`config.mk`:
```
export PLATFORM = sky130hd
export DESIGN_NAME = run_length_image_decoder
export DESIGN_NICKNAME = d
export VERILOG_FILES = /design/src/rtl/rlid_pkg.sv /design/src/rtl/run_length_image_decoder.sv
export SDC_FILE = /design/constraint.sdc
export NUM_CORES = 1
export LEC_CHECK = 0
export BUFFER_PORTS_ARGS = -buffer_cell sky130_fd_sc_hd__buf_4
export CORE_UTILIZATION = 45
export CTS_BUF_LIST = sky130_fd_sc_hd__clkbuf_2
export CTS_CLUSTER_DIAMETER = 80
export DETAILED_ROUTE_END_ITERATION = 6
export SKIP_CTS_REPAIR_TIMING = 1
export SYNTH_ARGS = -nofsm -noshare
export SYNTH_HDL_FRONTEND = slang
export SYNTH_SLANG_ARGS = --single-unit
```
`constraint.sdc`:
```
create_clock -name clk -period 9.5 [get_ports clk]
set_input_delay 0.95 -clock clk [delete_from_list [all_inputs] [get_ports clk]]
set_output_delay 0.95 -clock clk [all_outputs]
set_load 0.005 [all_outputs]
```
`src/rtl/rlid_pkg.sv`:
```
// ----------------------------------------------------------------------------
// rlid_pkg
// Types and constants shared by the run-length image decoder: the transfer
// payloads of both channels, the parse phase codes and the opcode fields.
// ----------------------------------------------------------------------------
package rlid_pkg;

	localparam int unsigned CHAN_COUNT_W = 4;
	localparam logic [CHAN_COUNT_W-1:0] CHAN_COUNT_RESET = 4'd3;

	localparam logic [7:0]  FORM_MASK      = 8'hC0;
	localparam logic [7:0]  FORM_LONG      = 8'h40;
	localparam logic [15:0] CHAN_LAST_CODE = 16'd255;

	typedef enum logic [5:0] {
		OP_SKIP_LINES  = 6'd1,
		OP_SET_CHANNEL = 6'd2,
		OP_SKIP_PIXELS = 6'd3,
		OP_PIXEL_DATA  = 6'd5,
		OP_RUN         = 6'd6,
		OP_END         = 6'd7
	} rlid_op_t;

	typedef enum logic [1:0] {
		KIND_PIXEL   = 2'd0,
		KIND_RUN     = 2'd1,
		KIND_END     = 2'd2,
		KIND_ILLEGAL = 2'd3
	} rlid_kind_t;

	typedef enum logic [3:0] {
		PH_OPCODE    = 4'd0,
		PH_PAD       = 4'd1,
		PH_OP_LOW    = 4'd2,
		PH_OP_HIGH   = 4'd3,
		PH_SHORT_OP  = 4'd4,
		PH_PIX_BYTES = 4'd5,
		PH_PIX_PAD   = 4'd6,
		PH_RUN_VALUE = 4'd7,
		PH_RUN_PAD   = 4'd8
	} rlid_phase_t;

	typedef struct packed {
		logic [7:0] data_byte;
		logic       first_byte;
	} rlid_in_t;

	typedef struct packed {
		rlid_kind_t  kind;
		logic [15:0] line;
		logic [15:0] pixel;
		logic [7:0]  channel;
		logic [16:0] run_length;
		logic [7:0]  value;
	} rlid_out_t;

	function automatic logic opcode_legal(input logic [7:0] op);
		logic code_ok;
		code_ok = op[5:0] inside {OP_SKIP_LINES, OP_SET_CHANNEL, OP_SKIP_PIXELS,
			OP_PIXEL_DATA, OP_RUN, OP_END};
		return ((op & FORM_MASK) == 8'h00 || (op & FORM_MASK) == FORM_LONG) && code_ok;
	endfunction

endpackage

```
`src/rtl/run_length_image_decoder.sv`:
```
// ----------------------------------------------------------------------------
// run_length_image_decoder
// Byte-serial parser for the coded image part of a run-length picture.
// ----------------------------------------------------------------------------
// Takes one stream byte per transfer and turns the opcode stream into pixel
// writes, run fills, an end-of-image mark and an illegal-opcode mark, each
// carrying the line, pixel and channel it applies to. Throughput is one byte
// per clock while the output does not stall: a byte lands in the input
// register, the parser decodes it combinationally against the current parse
// state and the result register takes the outcome when the byte advances,
// so each result is offered straight from the result register. Only the
// output stall holds the pipe back; the input side keeps taking bytes as long
// as the input register is empty or the result register is free or being
// drained in the same cycle. first_byte restarts position and parse state at an
// image boundary; after an end-of-image or illegal opcode every byte is
// dropped until the next first_byte. channel_count is written through
// cfg_we/cfg_wdata and should only change while the decoder is idle.
// ----------------------------------------------------------------------------
module run_length_image_decoder
	import rlid_pkg::*;
(
	input  logic                    clk,
	input  logic                    arst_n,
	input  logic                    in_valid,
	output logic                    in_stall,
	input  rlid_in_t                in_data,
	output logic                    out_valid,
	input  logic                    out_stall,
	output rlid_out_t               out_data,
	input  logic                    cfg_we,
	input  logic [CHAN_COUNT_W-1:0] cfg_wdata
);

	// Configuration
	logic [CHAN_COUNT_W-1:0] chan_count_q;

	// Input register
	logic     valid_s1;
	rlid_in_t data_s1;

	// Parse state
	rlid_phase_t phase_q, phase_d;
	logic [7:0]  opcode_q, opcode_d;
	logic [7:0]  op_low_q, op_low_d;
	logic [15:0] line_q, line_d;
	logic [15:0] pixel_q, pixel_d;
	logic [7:0]  chan_q, chan_d;
	logic [16:0] remain_q, remain_d;
	logic        odd_q, odd_d;
	logic        stopped_q, stopped_d;

	// State as seen by the current byte, after an optional restart
	rlid_phase_t cur_phase;
	logic [7:0]  cur_opcode;
	logic [7:0]  cur_op_low;
	logic [15:0] cur_line;
	logic [15:0] cur_pixel;
	logic [7:0]  cur_chan;
	logic [16:0] cur_remain;
	logic        cur_odd;
	logic        cur_stopped;

	logic        apply;
	logic [15:0] operand;
	logic [16:0] remain_dec;
	logic [7:0]  b;

	// Result
	logic      res_valid;
	rlid_out_t res;
	logic      out_valid_q;
	rlid_out_t out_data_q;

	logic adv;
	logic in_xfer;

	// Advance the byte in the input register when the result register can take
	// whatever it produces.
	assign adv      = valid_s1 && (!out_valid_q || !out_stall);
	assign in_stall = valid_s1 && !adv;
	assign in_xfer  = in_valid && !in_stall;
	assign b        = data_s1.data_byte;

	always_ff @(posedge clk or negedge arst_n) begin
		if (!arst_n) begin
			chan_count_q <= CHAN_COUNT_RESET;
		end else if (cfg_we) begin
			chan_count_q <= cfg_wdata;
		end
	end

	always_ff @(posedge clk or negedge arst_n) begin
		if (!arst_n) begin
			valid_s1 <= 1'b0;
		end else if (in_xfer) begin
			valid_s1 <= 1'b1;
		end else if (adv) begin
			valid_s1 <= 1'b0;
		end
	end

	always_ff @(posedge clk) begin
		if (in_xfer) begin
			data_s1 <= in_data;
		end
	end

	// Restart on first_byte before parsing the byte itself.
	always_comb begin
		if (data_s1.first_byte) begin
			cur_phase   = PH_OPCODE;
			cur_opcode  = '0;
			cur_op_low  = '0;
			cur_line    = '0;
			cur_pixel   = '0;
			cur_chan    = '0;
			cur_remain  = '0;
			cur_odd     = 1'b0;
			cur_stopped = 1'b0;
		end else begin
			cur_phase   = phase_q;
			cur_opcode  = opcode_q;
			cur_op_low  = op_low_q;
			cur_line    = line_q;
			cur_pixel   = pixel_q;
			cur_chan    = chan_q;
			cur_remain  = remain_q;
			cur_odd     = odd_q;
			cur_stopped = stopped_q;
		end
	end

	assign remain_dec = cur_remain - 17'd1;

	// Next parse state
	always_comb begin
		phase_d   = cur_phase;
		opcode_d  = cur_opcode;
		op_low_d  = cur_op_low;
		line_d    = cur_line;
		pixel_d   = cur_pixel;
		chan_d    = cur_chan;
		remain_d  = cur_remain;
		odd_d     = cur_odd;
		stopped_d = cur_stopped;
		apply     = 1'b0;
		operand   = {8'h00, b};

		if (!cur_stopped) begin
			case (cur_phase)
				PH_OPCODE: begin
					if (!opcode_legal(b)) begin
						stopped_d = 1'b1;
					end else begin
						opcode_d = b;
						if ((b & FORM_MASK) == FORM_LONG || b[5:0] == OP_END) begin
							phase_d = PH_PAD;
						end else begin
							phase_d = PH_SHORT_OP;
						end
					end
				end
				PH_PAD: begin
					if (cur_opcode[5:0] == OP_END) begin
						stopped_d = 1'b1;
						phase_d   = PH_OPCODE;
					end else begin
						phase_d = PH_OP_LOW;
					end
				end
				PH_OP_LOW: begin
					op_low_d = b;
					phase_d  = PH_OP_HIGH;
				end
				PH_OP_HIGH: begin
					apply   = 1'b1;
					operand = {b, cur_op_low};
				end
				PH_SHORT_OP: begin
					apply = 1'b1;
				end
				PH_PIX_BYTES: begin
					pixel_d  = cur_pixel + 16'd1;
					remain_d = remain_dec;
					if (remain_dec == '0) begin
						phase_d = cur_odd ? PH_PIX_PAD : PH_OPCODE;
					end
				end
				PH_RUN_VALUE: begin
					pixel_d  = cur_pixel + cur_remain[15:0];
					remain_d = '0;
					phase_d  = PH_RUN_PAD;
				end
				default: begin
					phase_d = PH_OPCODE;
				end
			endcase

			// Act on a complete operand.
			if (apply) begin
				phase_d = PH_OPCODE;
				case (cur_opcode[5:0])
					OP_SKIP_LINES: begin
						line_d  = cur_line + operand;
						pixel_d = '0;
					end
					OP_SET_CHANNEL: begin
						if (operand == CHAN_LAST_CODE) begin
							chan_d = {4'h0, chan_count_q} - 8'd1;
						end else begin
							chan_d = operand[7:0];
						end
						pixel_d = '0;
					end
					OP_SKIP_PIXELS: begin
						pixel_d = cur_pixel + operand;
					end
					OP_PIXEL_DATA: begin
						remain_d = {1'b0, operand} + 17'd1;
						odd_d    = ~operand[0];
						phase_d  = PH_PIX_BYTES;
					end
					OP_RUN: begin
						remain_d = {1'b0, operand} + 17'd1;
						phase_d  = PH_RUN_VALUE;
					end
					default: begin
						phase_d = PH_OPCODE;
					end
				endcase
			end
		end
	end

	// Result of the current byte
	always_comb begin
		res_valid      = 1'b0;
		res.kind       = KIND_PIXEL;
		res.line       = cur_line;
		res.pixel      = cur_pixel;
		res.channel    = cur_chan;
		res.run_length = 17'd1;
		res.value      = b;
		if (!cur_stopped) begin
			case (cur_phase)
				PH_OPCODE: begin
					if (!opcode_legal(b)) begin
						res_valid = 1'b1;
						res.kind  = KIND_ILLEGAL;
					end
				end
				PH_PAD: begin
					if (cur_opcode[5:0] == OP_END) begin
						res_valid = 1'b1;
						res.kind  = KIND_END;
						res.value = '0;
					end
				end
				PH_PIX_BYTES: begin
					res_valid = 1'b1;
				end
				PH_RUN_VALUE: begin
					res_valid      = 1'b1;
					res.kind       = KIND_RUN;
					res.run_length = cur_remain;
				end
				default: begin
					res_valid = 1'b0;
				end
			endcase
		end
	end

	// Commit parse state when the byte advances.
	always_ff @(posedge clk or negedge arst_n) begin
		if (!arst_n) begin
			phase_q   <= PH_OPCODE;
			opcode_q  <= '0;
			op_low_q  <= '0;
			line_q    <= '0;
			pixel_q   <= '0;
			chan_q    <= '0;
			remain_q  <= '0;
			odd_q     <= 1'b0;
			stopped_q <= 1'b0;
		end else if (adv) begin
			phase_q   <= phase_d;
			opcode_q  <= opcode_d;
			op_low_q  <= op_low_d;
			line_q    <= line_d;
			pixel_q   <= pixel_d;
			chan_q    <= chan_d;
			remain_q  <= remain_d;
			odd_q     <= odd_d;
			stopped_q <= stopped_d;
		end
	end

	// Result register: load on advance, drop once transferred.
	always_ff @(posedge clk or negedge arst_n) begin
		if (!arst_n) begin
			out_valid_q <= 1'b0;
		end else if (adv) begin
			out_valid_q <= res_valid;
		end else if (!out_stall) begin
			out_valid_q <= 1'b0;
		end
	end

	always_ff @(posedge clk) begin
		if (adv && res_valid) begin
			out_data_q <= res;
		end
	end

	assign out_valid = out_valid_q;
	assign out_data  = out_data_q;

	// A stopped parser drops bytes without producing results.
	assert property (@(posedge clk) disable iff (!arst_n)
		adv && stopped_q && !data_s1.first_byte |=> !out_valid_q)
		else $error("result produced while stopped");

	// End of image and illegal opcode both stop the parser.
	assert property (@(posedge clk) disable iff (!arst_n)
		adv && res_valid && (res.kind == KIND_END || res.kind == KIND_ILLEGAL)
		|=> stopped_q)
		else $error("parser not stopped after terminating result");

	// Literal and run phases always have a nonzero count pending.
	assert property (@(posedge clk) disable iff (!arst_n)
		(phase_q == PH_PIX_BYTES || phase_q == PH_RUN_VALUE) |-> remain_q != '0)
		else $error("pixel count empty in data phase");

endmodule

```
## Word level (Yosys, flattened, before mapping)

Index checks and enable logic that the tools add are counted.

- Logic and storage cells: 133
- Flip-flop bits (word level): 161
- Output and inout port bits: 69
- Input bits: 18

- Add/subtract/negate cells: 7
- Mux-type cells: 61
- Eq/ne operators: 21
- Reductions and logical operators: 22
- Bitwise gates (word level): 2

Operators with widths:

| operator | number |
|---|---|
| $mux 16 | 9 |
| $mux 8 | 15 |
| $mux 17 | 4 |
| $pmux 16 s2 | 2 |
| $add 16x16->16 | 3 |
| $eq 6x3->1 const B | 6 |
| $pmux 17 s2 | 1 |
| $eq 6x2->1 const B | 4 |
| $pmux 4 s6 | 1 |
| $mux 4 | 5 |
| $add 16x1->17 const B | 1 |
| $logic_not 17->1 | 1 |
| $sub 17x1->17 const B | 1 |
| $add 16x1->16 const B | 1 |
| $eq 16x8->1 const B | 1 |
| $mux 1 | 15 |
| $eq 4x3->1 const B | 3 |
| $eq 6x1->1 const B | 2 |
| $reduce_or 2->1 | 5 |
| $eq 4x2->1 const B | 2 |
| $logic_not 8->1 | 1 |
| $mux 2 | 3 |
| $mux 3 | 2 |
| $pmux 2 s3 | 1 |
| 14 further kinds | 24 |

## Depth between registers and ports, before layout

- Word-level depth: 9
- Gate-level depth with buffers: 18
- Mapped depth without buffers: 16

## Least setup slack after synthesis

OpenSTA, ideal clock, no wires.

- Path kind: input to register
- From: in out_stall
- To: reg out_data_q (netlist bit out_data[0]), enable pin
- Stages: 6
- Arrival time: 4.984 ns
- Buffers on the path: 2
- Slack: 4.000 ns
- Required time: 8.984 ns
- Library setup time: 0.516 ns
- Cells stage by stage: nand2_1 > and2_1 > clkbuf_1 > nand2_1 > clkbuf_1 > a21oi_1

- Longest elaborated chain between the ends: 4

Ends and longest elaborated chain:

| item | RTL line | RTL |
|---|---|---|
| start: declaration | run_length_image_decoder.sv:28 | `input logic out_stall,` |
| $logic_not 1->1 | -- |  |
| $logic_or 1x1->1 | run_length_image_decoder.sv:79 | `assign adv = valid_s1 && (!out_valid_q \|\| !out_stall);` |
| $logic_and 1x1->1 | run_length_image_decoder.sv:79 |  |
| $logic_and 1x1->1 | run_length_image_decoder.sv:311 | `if (adv && res_valid) begin` |
| end signal: assignment | run_length_image_decoder.sv:312 | `out_data_q <= res;` |
| end: declaration | run_length_image_decoder.sv:72 | `rlid_out_t out_data_q;` |

No other way between the ends.
A chain may end at the register's enable or synchronous reset.

## Worst setup path after layout

- From: reg phase_q[2]
- To: reg line_q[15]

- Longest elaborated chain between the ends: 8
- Elaborated cells on any way between the ends: 12
- Classes of those cells: add/sub: 1; eq/ne: 2; mux: 8; reduce/logical: 1

Ends and longest elaborated chain:

| item | RTL line | RTL |
|---|---|---|
| start: declaration | run_length_image_decoder.sv:42 | `rlid_phase_t phase_q, phase_d;` |
| start signal: assignment | run_length_image_decoder.sv:287 | `phase_q <= phase_d;` |
| $mux 4 (*) | run_length_image_decoder.sv:110 | `if (data_s1.first_byte) begin` |
| $eq 4x2->1 | run_length_image_decoder.sv:150 | `case (cur_phase)` |
| $mux 16 | run_length_image_decoder.sv:150 |  |
| $mux 16 | run_length_image_decoder.sv:149 | `if (!cur_stopped) begin` |
| $add 16x16->16 | run_length_image_decoder.sv:204 | `line_d = cur_line + operand;` |
| $mux 16 | run_length_image_decoder.sv:202 | `case (cur_opcode[5:0])` |
| $mux 16 (*) | run_length_image_decoder.sv:200 | `if (apply) begin` |
| $mux 16 (*) | run_length_image_decoder.sv:149 |  |
| end signal: assignment | run_length_image_decoder.sv:290 | `line_q <= line_d;` |
| end: declaration | run_length_image_decoder.sv:45 | `logic [15:0] line_q, line_d;` |

Mark *: on every way between the ends. The rest lies on a longest branch, timed or not. The select of a mux whose other input is x is not followed.

==> metrics.md <==
| Metric | Value |
|---|---|
| Maximum clock path buffer count | `2` |
| Met1 GRT Util | `38.2%` |
| Final Max Tran Viols | `0` |
| Area growth from synthesis to layout | `11.0%` |
| Share of cells above drive strength 1 | `13.1%` |
| Reg clk slew, reported paths | `250 ps` |
| Most used DFF post-synth | `dfrtp_1` |
| Gr ovfl total | `0` |
| Total CTS buffers | `17` |
| I/O pins | `87` |
| Hpwl dp | `20.5 mm` |
| Root buffer cell | `clkbuf_2` |
| Synthesized area per cell | `9.27 sq um` |
| Status | `finished clean` |
| Drt wl/cell | `20.6 um` |
| Most area-consuming cells after synthesis | `edfxtp_1 (23%), dfrtp_1 (20%), ha_1 (6.1%)` |
| Yosys top cell area share | `22.7%` |
| Maximum fanout along the worst path | `11` |
| Gate Count Post-Synth | `1083` |
| # fillers | `2065` |
| Most frequent cells in the layout | `nand2_1 (113), buf_4 (101), nor2_1 (90)` |
| Core area | `21800 sq um` |
| Die Width | `151 um` |
| Critical path type | `reg -> reg` |
| Vias in the first global route | `8068` |
| Final setup fails | `0` |
| Largest net degree at the start of global routing | `60` |
| M3 GR Usage | `4.43%` |
| Drt drc | `0` |
| VDD IR-drop max | `0.0000848 V` |
| Slowest-stage cell, CP | `nor3b_1` |
| Mapped Nets | `1153` |
| Initial antenna violation count | `1` |
| Fmax | `0.199 GHz` |
| Final WL | `29.7 mm` |
| Warnings, synthesis | `0` |
| Cells along the critical path | `nor3b_1, nand2_1, a21oi_1, inv_1, ha_1, a211oi_1, nor2_1, o311ai_0, a21oi_1, a211oi_1, o21ai_0, a311o_1, o311ai_1` |
| Vias | `8612` |
| Area leader, netlist | `edfxtp_1` |
| Total Routing Usage GR | `26.9%` |
| Maxcap violations | `0` |
| CTS tree | `yes` |
| Die ar. | `22900 sq um` |
| Tightest Pin Transition | `1210 ps` |
| Dpl cells | `1405` |
| First-pass detailed-route iteration total | `5` |
| Worst-Skew Late Latency | `790 ps` |
| PD cells | `211 nW/um^2` |
| Min-delay worst type | `in -> reg` |
| TNS Setup | `0 ps` |
| Post-synth cell types | `73` |
| Ys async rst share | `52.2%` |
| Worst path max stage delay | `910 ps` |
| Routing usage on met2 | `41.7%` |
| Tcrit/Tclk final | `52.8%` |
| Core Util, Final | `51.1%` |
| FF+latch count, synth | `159` |
| Routability congestion estimate | `0.902` |
| Nets | `1215` |
| Global route hottest layer | `met2` |
| Seq/Total Area, Yosys | `43.4%` |
| Pwr Total | `2.35 mW` |
| First-pass GRT wire length | `46.1 mm` |
| RSZ-0062 raised after global routing | `false` |
| Final hold vios | `0` |
| Routed Antenna Nets | `0` |
| Initial drt markers | `808` |
| Crit path required time | `10210 ps` |
| Initial Util | `46.0%` |
| CTS Sinks | `159` |
| Row cnt | `54` |
| Relative max-transition margin | `19.0%` |
| Vias/cell | `5.98` |
| Min cycle time layout | `5010 ps` |
| Skew final | `47.2 ps` |
| Critical Path AT | `5720 ps` |
| Critical path endpoint category | `register` |
| Pleak | `4.78 nW` |
| Startpoint types | `register` |
| Mapped Area | `10000 sq um` |
| Die Height | `151 um` |
| Worst R2R Setup Slack | `4490 ps` |
| Post-Layout Cell Count | `1439` |
| Htree depth | `4` |
| Port bufs | `86` |
| EDFF count, synth | `76` |
| Commonest non-fill, non-tap cell in the layout | `nand2_1` |
[where the power goes]
group / switching (mW) / internal [mW] / total, mW
sequential: 0.140 / 0.881 / 1.02
combinational: 0.599 / 0.361 / 0.960
clock: 0.272 / 0.0953 / 0.367
total: 1.01 / 1.34 / 2.35
[synth_stat cells, types with 10 or more instances]
master	n
ha_1	49
inv_1	35
nand3_1	28
o21ai_1	12
o211ai_1	19
nor2_1	90
nand2_1	113
a21o_1	12
nor4_1	15
clkbuf_1	53
a211oi_1	10
a22o_1	34
xor2_1	20
and3_1	25
o21ai_0	71
nor2b_1	46
nor3_1	27
a21oi_1	61
dfrtp_1	81
edfxtp_1	76
xnor2_1	30
and2_1	23
[critical path, delay by kind of cell, from the launching register on]
family,cells,cell delay (ps)
simple gates,3,1470
fa+ha+maj,1,340
buf+inv,1,220
compound gates,8,2390
flops,1,520
[path summary, 6_finish.rpt]
check	from	endpoint	cells past startpoint
worst max-delay path	phase_q[2]	line_q[15]	13
worst min-delay path	cfg_we	chan_count_q[0]	2
worst max register to register	phase_q[2]	line_q[15]	13
worst min register to register	chan_q[3]	chan_q[3]	2
max in group asynchronous	arst_n	remain_q[12]	3
min in group asynchronous	arst_n	pixel_q[12]	2
[through the flow]
| stage | hold WS, ps | setup slack, ps | instance area (sq um) |
|---|---|---|---|
| floorplan | 431 | 4000 | 10000 |
| global placement | 452 | 4810 | 10900 |
| detailed placement | 451 | 4640 | 10900 |
| CTS | 3.63 | 4610 | 11100 |
| global route | 265 | 4130 | 11200 |
| finish | 317 | 4490 | 11200 |
[routing by layer]
metal  up-vias  routed length (um)
li1       4110                   -
met5         -                   0
met1      4105               13500
met4         0                 735
met2       348               13500
met3        49                1980
[layout make-up]
class | instances | area [sq um] | area share (%)
multi-input combinational | 830 | 5330 | 47.8
tap | 280 | 350 | 3.14
timing repair buffer | 102 | 768 | 6.89
inverter | 35 | 131 | 1.18
sequential | 159 | 4360 | 39.1
clock buffer | 18 | 90.1 | 0.808
clock inverter | 13 | 115 | 1.03
antenna | 2 | 5.00 | 0.0449
[cell families after synthesis]
family	after synthesis	synth area share, %
DFF	159	43.4
muxes	13	1.41
buffers and inverters	94	3.66
xor gates and xnor gates	50	4.36
and+or+nand+nor	417	20.8
adders and majority gates	52	6.70
AOI/OAI and AO/OA	298	19.6
[sequential cells by signal, summed over array words and instances (netlist names), 6 cells and up]
name / cells
b: 8
chan_q: 8
line_q: 16
op_low_q: 8
opcode_q: 6
out_data: 67
pixel_q: 16
remain_q: 17
Power figures use the tool's default switching activity.
